<file path="src/rtl/core/npss_pkg.sv">
// Shared types and constants for the nearest point on segment set block.
package npss_pkg;

   // Coordinate and arithmetic widths.
   localparam int COORD_W  = 32;
   localparam int D_W      = COORD_W + 1;
   localparam int M_W      = COORD_W + 2;
   localparam int P_W      = 2 * M_W;
   localparam int TFRAC    = 32;
   localparam int STEP_W   = 5;
   localparam int SQ_W     = 64;
   localparam int SQ_TOP   = 62;
   localparam int DIST_W   = 31;
   localparam int SEGIDX_W = 6;
   localparam int CNT_REG_W = 7;

   // Opcodes of an input transaction.
   localparam logic OPC_LOAD  = 1'b0;
   localparam logic OPC_QUERY = 1'b1;

   typedef struct packed {
      logic                        opcode;
      logic [SEGIDX_W-1:0]         seg_index;
      logic signed [COORD_W-1:0]   start_x;
      logic signed [COORD_W-1:0]   start_y;
      logic signed [COORD_W-1:0]   end_x;
      logic signed [COORD_W-1:0]   end_y;
      logic signed [COORD_W-1:0]   point_x;
      logic signed [COORD_W-1:0]   point_y;
   } req_type;

   typedef struct packed {
      logic                        found;
      logic [DIST_W-1:0]           distance;
      logic signed [COORD_W-1:0]   closest_x;
      logic signed [COORD_W-1:0]   closest_y;
      logic [SEGIDX_W-1:0]         nearest_index;
   } rsp_type;

   // One stored segment.
   typedef struct packed {
      logic signed [COORD_W-1:0]   ax;
      logic signed [COORD_W-1:0]   ay;
      logic signed [COORD_W-1:0]   bx;
      logic signed [COORD_W-1:0]   by;
   } seg_entry_type;

   // Datapath operations issued by the controller.
   typedef enum logic [4:0] {
      OP_NONE,
      OP_LOAD,
      OP_START,
      OP_READ,
      OP_DIFF,
      OP_MUL_UU,
      OP_MUL_VV,
      OP_MUL_WU,
      OP_MUL_WV,
      OP_NUM_SUM,
      OP_SEL_A,
      OP_SEL_B,
      OP_DIV_INIT,
      OP_DIV_STEP,
      OP_MUL_IX,
      OP_MUL_IY,
      OP_INTERP_Y,
      OP_DIST,
      OP_MUL_DX,
      OP_MUL_DY,
      OP_DIST_SUM,
      OP_COMPARE,
      OP_SQRT_INIT,
      OP_SQRT_STEP,
      OP_RESULT
   } dp_op_type;

   typedef struct packed {
      dp_op_type op;
   } dp_cmd_type;

   typedef struct packed {
      logic degenerate;
      logic num_le0;
      logic num_ge_den;
      logic found;
   } dp_status_type;

endpackage

</file>
<file path="src/rtl/core/npss_ctrl.sv">
// Controller: sequences loads, the per-segment walk, square root and result hand-off.
module npss_ctrl import npss_pkg::*; #(
   parameter int MAX_SEGMENTS = 64
) (
   input  logic                 clock,
   input  logic                 reset,
   input  logic                 req_valid,
   input  logic                 req_opcode,
   output logic                 req_stall,
   output logic                 rsp_valid,
   input  logic                 rsp_stall,
   input  logic                 csr_wr_en,
   input  logic [CNT_REG_W-1:0] csr_wr_data,
   input  dp_status_type        dp_status,
   output dp_cmd_type           dp_cmd,
   output logic [((MAX_SEGMENTS > 1) ? $clog2(MAX_SEGMENTS) : 1)-1:0] seg_addr
);

   localparam int IDX_W = (MAX_SEGMENTS > 1) ? $clog2(MAX_SEGMENTS) : 1;
   localparam int CNT_W = $clog2(MAX_SEGMENTS + 1);

   typedef enum logic [4:0] {
      ST_IDLE, ST_READ, ST_DIFF, ST_MUL_UU, ST_MUL_VV, ST_MUL_WU, ST_MUL_WV,
      ST_NUM_SUM, ST_CLASS, ST_DIV, ST_MUL_IX, ST_MUL_IY, ST_INTERP_Y, ST_DIST,
      ST_MUL_DX, ST_MUL_DY, ST_DIST_SUM, ST_COMPARE, ST_NEXT, ST_SQRT_INIT,
      ST_SQRT, ST_FIN
   } state_type;

   state_type            state_ff, state_in;
   logic [CNT_W-1:0]     idx_ff, idx_in, n_ff, n_in, limit, idx_nxt;
   logic [STEP_W-1:0]    step_ff, step_in;
   logic                 rsp_valid_ff, rsp_valid_in;
   logic [CNT_REG_W-1:0] count_ff;

   // Segments a query walks: the register, capped at the table depth.
   assign limit = (32'(count_ff) >= 32'(MAX_SEGMENTS)) ? CNT_W'(MAX_SEGMENTS)
                                                       : CNT_W'(count_ff);
   assign idx_nxt = idx_ff + 1'b1;

   // Next state and datapath command.
   always_comb begin
      state_in     = state_ff;
      idx_in       = idx_ff;
      n_in         = n_ff;
      step_in      = step_ff;
      rsp_valid_in = rsp_valid_ff && rsp_stall;
      dp_cmd.op    = OP_NONE;
      unique case (state_ff)
         ST_IDLE: begin
            if (req_valid) begin
               if (req_opcode == OPC_LOAD) begin
                  dp_cmd.op = OP_LOAD;
               end else begin
                  dp_cmd.op = OP_START;
                  idx_in    = '0;
                  n_in      = limit;
                  state_in  = (limit == '0) ? ST_FIN : ST_READ;
               end
            end
         end
         ST_READ: begin
            dp_cmd.op = OP_READ;
            state_in  = ST_DIFF;
         end
         ST_DIFF: begin
            dp_cmd.op = OP_DIFF;
            state_in  = ST_MUL_UU;
         end
         ST_MUL_UU: begin
            // Zero-length segments are skipped.
            if (dp_status.degenerate) begin
               state_in = ST_NEXT;
            end else begin
               dp_cmd.op = OP_MUL_UU;
               state_in  = ST_MUL_VV;
            end
         end
         ST_MUL_VV: begin
            dp_cmd.op = OP_MUL_VV;
            state_in  = ST_MUL_WU;
         end
         ST_MUL_WU: begin
            dp_cmd.op = OP_MUL_WU;
            state_in  = ST_MUL_WV;
         end
         ST_MUL_WV: begin
            dp_cmd.op = OP_MUL_WV;
            state_in  = ST_NUM_SUM;
         end
         ST_NUM_SUM: begin
            dp_cmd.op = OP_NUM_SUM;
            state_in  = ST_CLASS;
         end
         ST_CLASS: begin
            // Clamp to an endpoint, or divide for the interior fraction.
            priority if (dp_status.num_le0) begin
               dp_cmd.op = OP_SEL_A;
               state_in  = ST_DIST;
            end else if (dp_status.num_ge_den) begin
               dp_cmd.op = OP_SEL_B;
               state_in  = ST_DIST;
            end else begin
               dp_cmd.op = OP_DIV_INIT;
               step_in   = '0;
               state_in  = ST_DIV;
            end
         end
         ST_DIV: begin
            dp_cmd.op = OP_DIV_STEP;
            step_in   = step_ff + 1'b1;
            if (step_ff == STEP_W'(TFRAC - 1)) begin
               state_in = ST_MUL_IX;
            end
         end
         ST_MUL_IX: begin
            dp_cmd.op = OP_MUL_IX;
            state_in  = ST_MUL_IY;
         end
         ST_MUL_IY: begin
            dp_cmd.op = OP_MUL_IY;
            state_in  = ST_INTERP_Y;
         end
         ST_INTERP_Y: begin
            dp_cmd.op = OP_INTERP_Y;
            state_in  = ST_DIST;
         end
         ST_DIST: begin
            dp_cmd.op = OP_DIST;
            state_in  = ST_MUL_DX;
         end
         ST_MUL_DX: begin
            dp_cmd.op = OP_MUL_DX;
            state_in  = ST_MUL_DY;
         end
         ST_MUL_DY: begin
            dp_cmd.op = OP_MUL_DY;
            state_in  = ST_DIST_SUM;
         end
         ST_DIST_SUM: begin
            dp_cmd.op = OP_DIST_SUM;
            state_in  = ST_COMPARE;
         end
         ST_COMPARE: begin
            dp_cmd.op = OP_COMPARE;
            state_in  = ST_NEXT;
         end
         ST_NEXT: begin
            idx_in = idx_nxt;
            if (idx_nxt == n_ff) begin
               state_in = dp_status.found ? ST_SQRT_INIT : ST_FIN;
            end else begin
               state_in = ST_READ;
            end
         end
         ST_SQRT_INIT: begin
            dp_cmd.op = OP_SQRT_INIT;
            step_in   = '0;
            state_in  = ST_SQRT;
         end
         ST_SQRT: begin
            dp_cmd.op = OP_SQRT_STEP;
            step_in   = step_ff + 1'b1;
            if (step_ff == STEP_W'(SQ_W / 2 - 1)) begin
               state_in = ST_FIN;
            end
         end
         ST_FIN: begin
            // Load the output register once it is free.
            if (!rsp_valid_ff || !rsp_stall) begin
               dp_cmd.op    = OP_RESULT;
               rsp_valid_in = 1'b1;
               state_in     = ST_IDLE;
            end
         end
         default: state_in = ST_IDLE;
      endcase
   end

   // State, counters, result valid and the segment count register.
   always_ff @(posedge clock) begin
      if (reset) begin
         state_ff     <= ST_IDLE;
         idx_ff       <= '0;
         n_ff         <= '0;
         step_ff      <= '0;
         rsp_valid_ff <= 1'b0;
         count_ff     <= '0;
      end else begin
         state_ff     <= state_in;
         idx_ff       <= idx_in;
         n_ff         <= n_in;
         step_ff      <= step_in;
         rsp_valid_ff <= rsp_valid_in;
         if (csr_wr_en) begin
            count_ff <= csr_wr_data;
         end
      end
   end

   assign req_stall = (state_ff != ST_IDLE);
   assign rsp_valid = rsp_valid_ff;
   assign seg_addr  = idx_ff[IDX_W-1:0];

endmodule

</file>
<file path="config.mk">
export PLATFORM = sky130hd
export DESIGN_NAME = npss_ctrl
export DESIGN_NICKNAME = d
export VERILOG_FILES = /design/src/rtl/core/npss_pkg.sv /design/src/rtl/core/npss_ctrl.sv
export SDC_FILE = /design/constraint.sdc
export NUM_CORES = 1
export LEC_CHECK = 0
export BUFFER_PORTS_ARGS = -buffer_cell sky130_fd_sc_hd__buf_2
export CORE_MARGIN = 1
export CORE_UTILIZATION = 50
export DETAILED_ROUTE_END_ITERATION = 12
export PLACE_DENSITY = 0.81
export REMOVE_ABC_BUFFERS = 1
export SYNTH_ARGS = -nofsm -noshare
export SYNTH_HDL_FRONTEND = slang
export SYNTH_SLANG_ARGS = --single-unit
</file>
<file path="constraint.sdc">
create_clock -name clock -period 2.2 [get_ports clock]
set_input_delay 0.33 -clock clock [delete_from_list [all_inputs] [get_ports clock]]
set_output_delay 0.33 -clock clock [all_outputs]
set_load 0.005 [all_outputs]
</file>
==> summary.md, run 1 <==
| Metric | Value |
|---|---|
| Initial DRC count | `190` |
| Most numerous cell in the Yosys netlist | `sky130_fd_sc_hd__dfxtp_1` |
| Filler cells | `about 340` |
| Period minus WS final | `2030 ps` |
| Start of the worst register-to-register path | `idx_ff[0]` |
| Cell with the biggest individual delay on the critical path | `sky130_fd_sc_hd__dfxtp_2` |
| Detailed-router iteration count before antenna repair | `4` |
| Final cycle utilization of the critical path | `0.922` |
| Power density of the placed cells | `around 900 nW/µm²` |
| Top FF cell, synth | `sky130_fd_sc_hd__dfxtp_1` |
| Number of enable flip-flop cells after synthesis | `0` |
| Critical path origin | `state_ff[2]` |
| Post-synthesis cell count | `about 260` |
| Synth-to-layout area growth | `12.3%` |
| Hold path startpoint | `csr_wr_data[5]` |
| Arrival @ worst endpoint | `roughly 1700 ps` |
| Post-synthesis register bit count | `32` |
| Layout cell share with drive strength beyond 1 | `0.214` |
| CTS tree | `done` |
| DRC violation count after routing | `0` |
| Worst-case clock buffer depth | `2` |
| Footprint of the flip-flops and latches | `646 µm²` |
| Leakage power total | `between 0.9 and 1 nW` |
| Worst-case headroom to the max-slew limit | `0.628` |
| Delay of the slowest cell on the worst path | `around 450 ps` |
| Antenna cell count | `0` |
| CTS clock-pin slew for the worst setup and hold paths | `~70 ps` |
| Congestion Overflow GR | `0` |
| Clock root cell | `sky130_fd_sc_hd__clkbuf_8` |
| Max Cap Violations | `0` |
| Floorplan die width | `66.1 µm` |
| Top cells by instance count after synthesis | `sky130_fd_sc_hd__dfxtp_1 (32), sky130_fd_sc_hd__a21oi_1 (29), sky130_fd_sc_hd__nor2_1 (29)` |
| Starting density of the core | `0.541` |
| Post-route setup TNS | `0 ps` |
| Sink count of the clock tree | `32` |
| Slew at the pin with the worst max-slew slack | `between 500 and 600 ps` |
| Number of buffers added on ports | `29` |
| Number of buffers inserted for hold repair after clock tree synthesis | `0` |
| Biggest fanout along the worst timing path | `17` |
| Clk Latency, worst-skew pair | `290 ps` |
| Number of antenna violations at the first check in global routing | `0` |
| Final setup vio count | `0` |
| Cell chain of the critical path | `buf_4 -> and3b_1 -> a22oi_1 -> o211ai_1 -> buf_2` |
| Share of flip-flops with an asynchronous set or reset after synthesis | `0` |
| Total Die Area | `around 4400 µm²` |
| Detailed-routed wire length on met3 | `228 µm` |
| M1 WL | `~2.2 mm` |
| Number of global-route vias before repair | `1,668` |
| IO Pins | `30` |
| Run status | `completed` |
| # H-tree levels | `2` |
| Setup fix buffers added after clock tree synthesis | `0` |
| Number of placement rows | `22` |
| Post-Route Skew | `~4.6 ps` |
| Utilization of the core after routing | `0.608` |
| Post-synth cell types | `between 50 and 60` |
| Global-route wire length before repair | `between 7 and 8 mm` |
| Highest layer used for signal routing | `met4` |
| Placer's final routability congestion estimate | `between 0.8 and 0.9` |
| Total of warnings raised by yosys | `0` |
| Setup WS pre-CTS | `~230 ps` |
| Multi-input gate area in the final layout | `approximately 1300 µm²` |
| # nets final | `300` |
| CTS Buf Count | `5` |
| Count of pins over their slew limit | `0` |
| Via Count | `around 1,900` |
| Amount of wire on met2 after detailed routing | `between 1.5 and 2 mm` |
| Startpoint class of the critical path | `flop` |
| Maximum ir drop on the vdd rail | `roughly 0.44 mV` |
| Share of the yosys chip area belonging to registers | `0.312` |
| Die extent in y | `66.1 µm` |
| Number of hold violations in the final report | `0` |
| Maximum number of pins on one net before global-route repair | `32` |
| Post-synthesis average cell area | `just under 8 µm²` |
| Class of the most critical hold timing path | `in2reg` |
| Most area-consuming cells after synthesis | `sky130_fd_sc_hd__dfxtp_1 (31%), sky130_fd_sc_hd__a21oi_1 (7.1%), sky130_fd_sc_hd__nor2_1 (5.3%)` |
| Cell type with the highest aggregate area in the netlist | `sky130_fd_sc_hd__dfxtp_1` |
| Worst setup path class | `reg2out` |
| RSZ-0062 raised after global routing | `no` |
| Post-DRT Antenna Nets | `0` |
| Total wire length | `~4.4 mm` |
| Required time at the endpoint of the critical path | `1870 ps` |
| Core area | `3800 µm²` |
| WL per Instance | `13.4 µm` |
| GRT Resource Usage Total | `0.220` |
| Hpwl dp | `~3 mm` |
| Post-synth design cell area | `about 2000 µm²` |
| Fmax | `0.493 GHz` |
| Final setup slack of the worst path | `about 170 ps` |
| Number of vias per cell after detailed routing | `~6` |
| Critical path endpoint category | `output port` |
| Area share of the largest cell type after synthesis | `0.312` |
-- where the power goes --
group / total [mW] / leakage [nW] / internal, mW / switching (mW)
clock: 0.570 / 0.0541 / 0.335 / 0.235
combinational: 0.823 / 0.605 / 0.384 / 0.438
sequential: 0.737 / 0.262 / 0.632 / 0.105
total: 2.13 / 0.920 / 1.35 / 0.779
-- final cells by class --
| cell class | instances | share of cell area |
|---|---|---|
| Clock buffer | 5 | 0.0298 |
| Clock inverter | 3 | 0.0184 |
| Sequential cell | 32 | 0.280 |
| Inverter | 4 | 0.00650 |
| Tap cell | 48 | 0.0260 |
| Timing Repair Buffer | 39 | 0.0954 |
| Multi-Input combinational cell | 198 | 0.544 |
-- timing repair --
item / CTS / global route
endpoints found under the setup margin: 1 / 2
pin swaps: 0 / 0
resized for setup: 1 / 3
cloned: 0 / 0
-- metrics by stage --
stage / power, mW / cells / hold slack, ps / instance area (µm²)
CTS: 2.12 / 329 / 274 / 2300
global placement: 1.53 / 321 / 460 / 2190
floorplan: 1.24 / 234 / 399 / 1910
finish: 2.13 / 329 / 271 / 2310
global route: 2.26 / 329 / 274 / 2310
detailed placement: 1.55 / 321 / 473 / 2190
-- critical path: cells and delay by family, from the launching register on --
kind | cells | cell delay (ps)
AND/OR/NAND/NOR | 1 | 240
AO/OA/AOI/OAI | 2 | 340
buffers and inverters | 2 | 380
flip-flops | 1 | 450
-- metal layers --
metal | track usage | up-vias
li1 | - | 981
met1 | 0.290 | 885
met2 | 0.339 | 46
met3 | 0.0672 | 6
met4 | 0.0691 | 0
met5 | 0 | -
-- cells in the final DEF, fill, tap and decap left out, types with 2 or more instances in the layout --
cell	instances
sky130_fd_sc_hd__a211oi_1	2
sky130_fd_sc_hd__a21o_1	2
sky130_fd_sc_hd__a21oi_1	29
sky130_fd_sc_hd__a22oi_1	3
sky130_fd_sc_hd__a31o_2	2
sky130_fd_sc_hd__a31oi_1	3
sky130_fd_sc_hd__and2_1	4
sky130_fd_sc_hd__and3_1	5
sky130_fd_sc_hd__buf_2	29
sky130_fd_sc_hd__buf_4	10
sky130_fd_sc_hd__clkbuf_8	5
sky130_fd_sc_hd__dfxtp_1	28
sky130_fd_sc_hd__dfxtp_2	4
sky130_fd_sc_hd__ha_1	3
sky130_fd_sc_hd__inv_1	4
sky130_fd_sc_hd__mux2_2	2
sky130_fd_sc_hd__mux2i_1	9
sky130_fd_sc_hd__nand2_1	13
sky130_fd_sc_hd__nand2b_1	3
sky130_fd_sc_hd__nand3_1	5
sky130_fd_sc_hd__nand3b_1	3
sky130_fd_sc_hd__nand4_1	4
sky130_fd_sc_hd__nand4bb_1	2
sky130_fd_sc_hd__nor2_1	29
sky130_fd_sc_hd__nor2b_1	4
sky130_fd_sc_hd__nor3_1	7
sky130_fd_sc_hd__nor3b_1	8
sky130_fd_sc_hd__o21ai_0	15
sky130_fd_sc_hd__o22ai_1	2
sky130_fd_sc_hd__o31ai_1	2
sky130_fd_sc_hd__o32ai_1	2
sky130_fd_sc_hd__or3_1	4
sky130_fd_sc_hd__xnor2_1	6
sky130_fd_sc_hd__xor2_1	2
-- flip-flops by register name (all words and copies together), names as in the netlist --
register,count
n_ff,7
count_ff,7
rsp_valid,1
step_ff,5
idx_ff,7
state_ff,5
-- logic make-up (layout without fill, tap and decap cells) --
logic type | after synthesis | after routing | share of synthesized area
and+or+nand+nor | 103 | 103 | 0.285
AOI/OAI and AO/OA | 73 | 73 | 0.219
DFF | 32 | 32 | 0.312
buffers and inverters | 31 | 51 | 0.0773
muxes | 11 | 11 | 0.0548
xor gates and xnor gates | 8 | 8 | 0.0341
adders and majority gates | 3 | 3 | 0.0183
-- final timing paths --
path                            depth (start not counted)  slack [ps]          end
worst max-delay path                                    5         170    dp_cmd[1]
worst min-delay path                                    3         270  count_ff[5]
worst max register to register                          6         180  state_ff[1]
worst min register to register                          2         480   step_ff[1]
Power figures use the tool's default switching activity.
==> inputs of run 2 (changes only) <==
--- a/config.mk
+++ b/config.mk
@@ -5,7 +5,9 @@
 export SDC_FILE = /design/constraint.sdc
 export NUM_CORES = 1
 export LEC_CHECK = 0
+export ABC_AREA = 1
 export BUFFER_PORTS_ARGS = -buffer_cell sky130_fd_sc_hd__buf_2
+export CORE_ASPECT_RATIO = 0.9
 export CORE_MARGIN = 1
 export CORE_UTILIZATION = 50
 export DETAILED_ROUTE_END_ITERATION = 12
==> constraint.sdc (replaced) <==
create_clock -name clock -period 2.2 [get_ports clock]
set_input_delay 0.55 -clock clock [delete_from_list [all_inputs] [get_ports clock]]
set_output_delay 0.55 -clock clock [all_outputs]
set_load 0.005 [all_outputs]
==> summary.md, run 2 <==
| Metric | Value |
|---|---|
| # H-tree levels | `2 (unchanged)` |
| Floorplan die width | `70.4 µm (+6.5%)` |
| Total of warnings raised by yosys | `0 (unchanged)` |
| IO Pins | `30 (unchanged)` |
| Placement Cell Area | `2260 µm² (+3.0%)` |
| Filler cells | `354 (+5.0%)` |
| CTS clock-pin slew for the worst setup and hold paths | `70 ps (about the same)` |
| Count of pins over their slew limit | `0 (unchanged)` |
| Number of buffers added on ports | `29 (unchanged)` |
| Layout cell share with drive strength beyond 1 | `0.249 (+0.0358)` |
| Critical path endpoint category | `output port` |
| Fmax | `0.465 GHz (-5.6%)` |
| Share of flip-flops with an asynchronous set or reset after synthesis | `0 (unchanged)` |
| Post-Route Skew | `3.16 ps (-1.44 ps)` |
| Most common cell after layout, fill and taps aside | `sky130_fd_sc_hd__nand2_1` |
| Number of vias per cell after detailed routing | `5.44 (-6.7%)` |
| Maximum ir drop on the vdd rail | `0.541 mV (+23%)` |
| Footprint of the flip-flops and latches | `648 µm² (+0.39%)` |
| Internal Power | `1.27 mW (-6.2%)` |
| Clk Latency, worst-skew pair | `280 ps (about the same)` |
| Area share of the largest cell type after synthesis | `0.304 (-0.00759)` |
| CTS tree | `done` |
| Worst-case clock buffer depth | `2 (unchanged)` |
| Global-route wire length before repair | `8.38 mm (+14%)` |
| Arrival @ worst endpoint | `1600 ps (-100 ps)` |
| Run status | `completed` |
| Post-DRT Antenna Nets | `0 (unchanged)` |
| Critical path origin | `state_ff[1]` |
| Most area-consuming cells after synthesis | `sky130_fd_sc_hd__dfxtp_1 (30%), sky130_fd_sc_hd__nand2_1 (12%), sky130_fd_sc_hd__a21oi_1 (7.6%)` |
| DRC violation count after routing | `0 (unchanged)` |
| Utilization of the core after routing | `0.609 (+0.00144)` |
| Endpoint of the most critical register-to-register path | `state_ff[1]` |
| Number of global-route vias before repair | `1,873 (+12%)` |
| Final non-filler cell total | `401 (+22%)` |
| GRT Resource Usage Total | `0.238 (+0.0180)` |
| Antenna cell count | `0 (unchanged)` |
| Period minus WS final | `2150 ps (+121 ps)` |
| Most numerous cell in the Yosys netlist | `sky130_fd_sc_hd__nand2_1` |
| Worst reg2reg path depth | `13 (+7)` |
| Cell total after placement | `389 (+21%)` |
| Sequential share of power | `0.320 (-0.026)` |
| Synth-to-layout area growth | `17.0%` |
| Number of placement rows | `22 (unchanged)` |
| Power density of the placed cells | `847 nW/µm² (-8.2%)` |
| RSZ-0062 raised after global routing | `yes` |
| Instance count along the most critical hold path | `2 (-1)` |
| Multi-input gate area in the final layout | `1280 µm² (+2.2%)` |
| Commonest cells after routing, fill and taps aside | `sky130_fd_sc_hd__nand2_1 (67), sky130_fd_sc_hd__inv_1 (40), sky130_fd_sc_hd__nor2_1 (32)` |
| Layout Cell Area excl Fill | `2460 µm² (+6.8%)` |
| Placer's final routability congestion estimate | `0.939 (+8.0%)` |
| Post-synth cell types | `37 (-35%)` |
| Switching share of power | `0.393 (+0.0274)` |
| Leakage power total | `1.09 nW (+19%)` |
| Detailed-router iteration count before antenna repair | `5 (+1)` |
| Final cycle utilization of the critical path | `0.977 (+0.0549)` |
| Register-to-register path setup slack | `250 ps (+70 ps)` |
| Via Count | `2,181 (+14%)` |
| Worst setup path class | `reg2out` |
| Share of power burned in combinational logic | `0.412 (+0.026)` |
| Hpwl dp | `3.76 mm (+23%)` |
| Die extent in y | `63.6 µm (-3.8%)` |
| Top FF cell, synth | `sky130_fd_sc_hd__dfxtp_1` |
| Congestion Overflow GR | `0 (unchanged)` |
| Number of antenna violations at the first check in global routing | `0 (unchanged)` |
| Maximum number of pins on one net before global-route repair | `23 (-28%)` |
| Portion of total power attributed to the clock network | `0.268 (about the same)` |
| Total Die Area | `4480 µm² (+2.4%)` |
| Worst-case headroom to the max-slew limit | `0.728 (+0.100)` |
| Share of the yosys chip area belonging to registers | `0.304 (-0.00759)` |
| Post-synth design cell area | `2110 µm² (+2.5%)` |
| Start of the worst register-to-register path | `idx_ff[0]` |
| Reported net switching power | `0.821 mW (+5.4%)` |
| Final setup vio count | `0 (unchanged)` |
| # nets final | `372 (+24%)` |
| Critical Path Sink | `dp_cmd[3]` |
| Total wire length | `5.22 mm (+19%)` |
| Sink count of the clock tree | `32 (unchanged)` |
| Biggest fanout along the worst timing path | `7 (-10)` |
| Startpoint class of the critical path | `flop` |
| Post-synthesis average cell area | `6.56 µm² (-17%)` |
| Clock root cell | `sky130_fd_sc_hd__clkbuf_8` |
| Class of the most critical hold timing path | `reg2reg` |
| Top cells by instance count after synthesis | `sky130_fd_sc_hd__nand2_1 (70), sky130_fd_sc_hd__inv_1 (40), sky130_fd_sc_hd__nor2_1 (39)` |
| Setup WS pre-CTS | `210 ps (-20.0 ps)` |
| Initial DRC count | `355 (+87%)` |
| Cell type with the highest aggregate area in the netlist | `sky130_fd_sc_hd__dfxtp_1` |
| Post-route setup TNS | `0 ps (unchanged)` |
| Number of enable flip-flop cells after synthesis | `0 (unchanged)` |
| Max Cap Violations | `0 (unchanged)` |
| Slew at the pin with the worst max-slew slack | `407 ps (-150 ps)` |
| Core area | `4050 µm² (+6.5%)` |
| Number of hold violations in the final report | `0 (unchanged)` |
| Post-synthesis register bit count | `32 (unchanged)` |
| CTS Buf Count | `5 (unchanged)` |
| Post-synthesis cell count | `321 (+23%)` |
| Required time at the endpoint of the critical path | `1650 ps (-220 ps)` |
| Starting density of the core | `0.521 (-0.0205)` |
| Registers with the most flip-flops | `count_ff (7), idx_ff (7), n_ff (7)` |
| WL per Instance | `13.0 µm (-2.6%)` |
| Final setup slack of the worst path | `50.2 ps (-121 ps)` |
==> run 2: cell count changes after synthesis, moves of 6 or more <==
cell and delta:
sky130_fd_sc_hd__clkbuf_1 -9, sky130_fd_sc_hd__nand2_1 +57, sky130_fd_sc_hd__inv_1 +36, sky130_fd_sc_hd__nand3_1 +23, sky130_fd_sc_hd__o21ai_0 -6, sky130_fd_sc_hd__mux2i_1 -9, sky130_fd_sc_hd__buf_2 -6, sky130_fd_sc_hd__nor3b_1 -8
sky130_fd_sc_hd__nor2_1 +10
==> run 2: logic make-up (layout without fill, tap and decap cells) <==
kind of cell / count (synthesis) / after routing / synth area share
fa+ha+maj: 3 / 3 / 0.0178
buf+inv: 57 / 89 / 0.116
flops: 32 / 32 / 0.304
simple gates: 169 / 169 / 0.386
compound gates: 59 / 59 / 0.172
xor+xnor: 1 / 1 / 0.00416
==> run 2: critical path, stage by stage, from the launching register on <==
cell and delay, ps:
sky130_fd_sc_hd__dfxtp_2 340, sky130_fd_sc_hd__inv_1 100, sky130_fd_sc_hd__nor2_1 90, sky130_fd_sc_hd__nand2_2 140, sky130_fd_sc_hd__inv_1 70, sky130_fd_sc_hd__a21oi_2 140, sky130_fd_sc_hd__inv_1 80, sky130_fd_sc_hd__a21oi_2 130
sky130_fd_sc_hd__o2111ai_1 100, sky130_fd_sc_hd__buf_2 140
==> run 2: worst min path at each step <==
stage	slack, ps	end	start
after floorplan	430	n_ff[0]	count_ff[0]
after global placement	450	n_ff[0]	count_ff[0]
after detailed placement	450	n_ff[2]	count_ff[2]
after CTS	460	n_ff[2]	count_ff[2]
after global routing	490	n_ff[0]	count_ff[0]
final	460	n_ff[2]	count_ff[2]
==> run 2: routing by layer <==
layer  track usage  wire (µm)  part of all wire
met2         0.365       2310              0.44
met1         0.325       2480              0.47
met3        0.0496        361             0.069
met5             0          0                 0
met4        0.0900         78             0.015
==> run 2: per-stage QoR <==
stage                     hold slack [ps]  total power, mW
after floorplan                       433             1.23
after global placement                446             1.46
after detailed placement              450             1.45
final                                 460             2.09
after global routing                  487             2.21
after CTS                             459             2.01
==> run 2: power by group through the flow <==
| stage | sequential, mW | clock (mW) | combinational, mW |
|---|---|---|---|
| after floorplan | 0.671 | 0 | 0.563 |
| final | 0.669 | 0.560 | 0.860 |
| after detailed placement | 0.674 | 0 | 0.776 |
| after global routing | 0.672 | 0.595 | 0.941 |
| after CTS | 0.663 | 0.562 | 0.783 |
| after global placement | 0.672 | 0 | 0.787 |
==> run 2: area by class of cell <==
| cell class | count | area share |
|---|---|---|
| clock inverter | 2 | 0.0142 |
| tap | 48 | 0.0244 |
| sequential | 32 | 0.263 |
| clock buffer | 6 | 0.0294 |
| multi-input combinational | 232 | 0.521 |
| inverter | 46 | 0.0711 |
| timing repair buffer | 35 | 0.0772 |
==> run 2: what timing repair did <==
action	in CTS	in global routing
gates resized for setup	5	18
hold buffers	0	0
setup endpoints to repair	3	5
pin swaps	0	4
buffers inserted	0	4
gates cloned	0	0
==> inputs of run 3 (changes only) <==
--- a/config.mk
+++ b/config.mk
@@ -7,7 +7,7 @@
 export LEC_CHECK = 0
 export ABC_AREA = 1
 export BUFFER_PORTS_ARGS = -buffer_cell sky130_fd_sc_hd__buf_2
-export CORE_ASPECT_RATIO = 0.9
+export CORE_ASPECT_RATIO = 1.75
 export CORE_MARGIN = 1
 export CORE_UTILIZATION = 50
 export DETAILED_ROUTE_END_ITERATION = 12
==> summary.md, run 3 (synthesized netlist as in run 2, its figures left out) <==
| Metric | Value |
|---|---|
| Global-route wire length before repair | `8.51 mm (+1.6%)` |
| Slew at the pin with the worst max-slew slack | `417 ps (+9.76 ps)` |
| Number of buffers inserted for hold repair after clock tree synthesis | `0 (unchanged)` |
| Final non-filler cell total | `401 (unchanged)` |
| CTS Buf Count | `5 (unchanged)` |
| Synth-to-layout area growth | `17.3%` |
| Sink count of the clock tree | `32 (unchanged)` |
| Total wire length | `5.35 mm (+2.4%)` |
| Initial DRC count | `100 (-72%)` |
| Arrival @ worst endpoint | `1590 ps (about the same)` |
| Cell total after placement | `389 (unchanged)` |
| Worst-case clock buffer depth | `2 (unchanged)` |
| Core area | `3940 µm² (-2.6%)` |
| GRT Resource Usage Total | `0.253 (+0.0149)` |
| Number of hold violations in the final report | `0 (unchanged)` |
| Placer's final routability congestion estimate | `0.983 (+4.7%)` |
| CTS clock-pin slew for the worst setup and hold paths | `80 ps (about the same)` |
| Number of buffers added on ports | `29 (unchanged)` |
| Layout cell share with drive strength beyond 1 | `0.266 (+0.0170)` |
| Multi-input gate area in the final layout | `1300 µm² (+1.4%)` |
| Detailed-router iteration count before antenna repair | `10 (+5)` |
| Setup WS pre-CTS | `121 ps (-88.5 ps)` |
| Critical path endpoint category | `output port` |
| Period minus WS final | `2140 ps (-5.08 ps)` |
| Registers with the most flip-flops | `count_ff (7), idx_ff (7), n_ff (7)` |
| Worst setup path class | `reg2out` |
| WL per Instance | `13.3 µm (+2.4%)` |
| Leakage power total | `1.08 nW (-1.3%)` |
| Congestion Overflow GR | `0 (unchanged)` |
| Die extent in y | `87.9 µm (+38%)` |
| Hpwl dp | `3.90 mm (+3.7%)` |
| IO Pins | `30 (unchanged)` |
| Utilization of the core after routing | `0.627 (+0.0181)` |
| Critical path origin | `state_ff[3]` |
| Final setup slack of the worst path | `55.2 ps (+5.08 ps)` |
| Number of vias per cell after detailed routing | `5.61 (+3.1%)` |
| Post-DRT Antenna Nets | `0 (unchanged)` |
| Number of placement rows | `30 (+36%)` |
| Required time at the endpoint of the critical path | `1650 ps (about the same)` |
| Run status | `finished, violations left` |
| # nets final | `372 (unchanged)` |
| RSZ-0062 raised after global routing | `yes` |
| Class of the most critical hold timing path | `reg2reg` |
| Final cycle utilization of the critical path | `0.975 (-0.00231)` |
| Register-to-register path setup slack | `350 ps (+100 ps)` |
| Count of pins over their slew limit | `0 (unchanged)` |
| Number of global-route vias before repair | `1,998 (+6.7%)` |
| Commonest cells after routing, fill and taps aside | `sky130_fd_sc_hd__nand2_1 (66), sky130_fd_sc_hd__inv_1 (37), sky130_fd_sc_hd__nor2_1 (32)` |
| Biggest fanout along the worst timing path | `6 (-1)` |
| Via Count | `2,248 (+3.1%)` |
| Number of antenna violations at the first check in global routing | `0 (unchanged)` |
| Footprint of the flip-flops and latches | `653 µm² (+0.77%)` |
| Max Cap Violations | `0 (unchanged)` |
| Clock root cell | `sky130_fd_sc_hd__clkbuf_8` |
| Total Die Area | `4490 µm² (+0.22%)` |
| Maximum number of pins on one net before global-route repair | `15 (-35%)` |
| Floorplan die width | `51.1 µm (-27%)` |
| Start of the worst register-to-register path | `idx_ff[0]` |
| Clk Latency, worst-skew pair | `300 ps (+20 ps)` |
| Fmax | `0.466 GHz (+0.24%)` |
| Hold path startpoint | `count_ff[2]` |
| DRC violation count after routing | `2 (+2)` |
| Worst-case headroom to the max-slew limit | `0.721 (-0.00724)` |
| # H-tree levels | `2 (unchanged)` |
| Filler cells | `371 (+4.8%)` |
| Final setup vio count | `0 (unchanged)` |
| Startpoint class of the critical path | `flop` |
| Antenna cell count | `0 (unchanged)` |
| Minimum hold slack | `458 ps (-2.54 ps)` |
| Post-Route Skew | `8.50 ps (+5.34 ps)` |
| CTS tree | `done` |
| Violations in the final reports | `design-rule violations` |
| Maximum ir drop on the vdd rail | `0.544 mV (+0.55%)` |
| Most common cell after layout, fill and taps aside | `sky130_fd_sc_hd__nand2_1` |
| Power density of the placed cells | `819 nW/µm² (-3.3%)` |
| Starting density of the core | `0.535 (+0.0139)` |
## run 3: changes by cell type in the layout (fill, tap and decap cells not counted), sizes merged
cell      before  now
bufinv         1    0
clkbuf         6    5
clkinvlp       0    2
## run 3: what timing repair did
item                                    4_1_cts  5_1_grt
gates cloned                                  0        0
endpoints found under the hold margin         0        0
buffers inserted                              0        4
gates resized for setup                       9       24
endpoints found under the setup margin        3        6
pin swaps                                     0        7
## run 3: final timing paths
check	to	cells past startpoint
min	n_ff[2]	2
min reg2reg	n_ff[2]	2
max reg2reg	state_ff[1]	13
max	dp_cmd[2]	6
## run 3: cell type report
type,count,share of cell area
inverters,46,0.0709
repair buffers,35,0.0769
clock buffers,5,0.0278
well taps,48,0.0243
flip-flops and latches,32,0.264
clock inverters,3,0.00962
multi-input cells,232,0.526
## run 3: metrics by stage
step	TNS [ps]	power, mW	cell area (µm²)
after floorplan	0	1.23	2040
after global placement	0	1.44	2260
after detailed placement	0	1.45	2260
after CTS	0	1.94	2370
after global routing	-58.6	2.15	2470
final	0	2.03	2470
## run 3: worst max-delay path, stage by stage (launching register included)
cell	delay, ps
sky130_fd_sc_hd__dfxtp_4	420
sky130_fd_sc_hd__nor2_4	60
sky130_fd_sc_hd__inv_2	150
sky130_fd_sc_hd__nor2_1	90
sky130_fd_sc_hd__a2111oi_2	320
sky130_fd_sc_hd__nand4_1	110
sky130_fd_sc_hd__buf_2	150
## run 3: per-layer routing
| metal | share of wire | global-route usage | wire length [µm] |
|---|---|---|---|
| met5 | 0 | 0 | 0 |
| met4 | 0.041 | 0.131 | 220 |
| met3 | 0.051 | 0.0417 | 273 |
| met2 | 0.52 | 0.456 | 2790 |
| met1 | 0.39 | 0.275 | 2070 |
## run 3: power breakdown
| part | internal [mW] | total, mW | switching (mW) |
|---|---|---|---|
| Combinational | 0.309 | 0.869 | 0.560 |
| Sequential | 0.629 | 0.678 | 0.0492 |
| Clock | 0.224 | 0.479 | 0.255 |
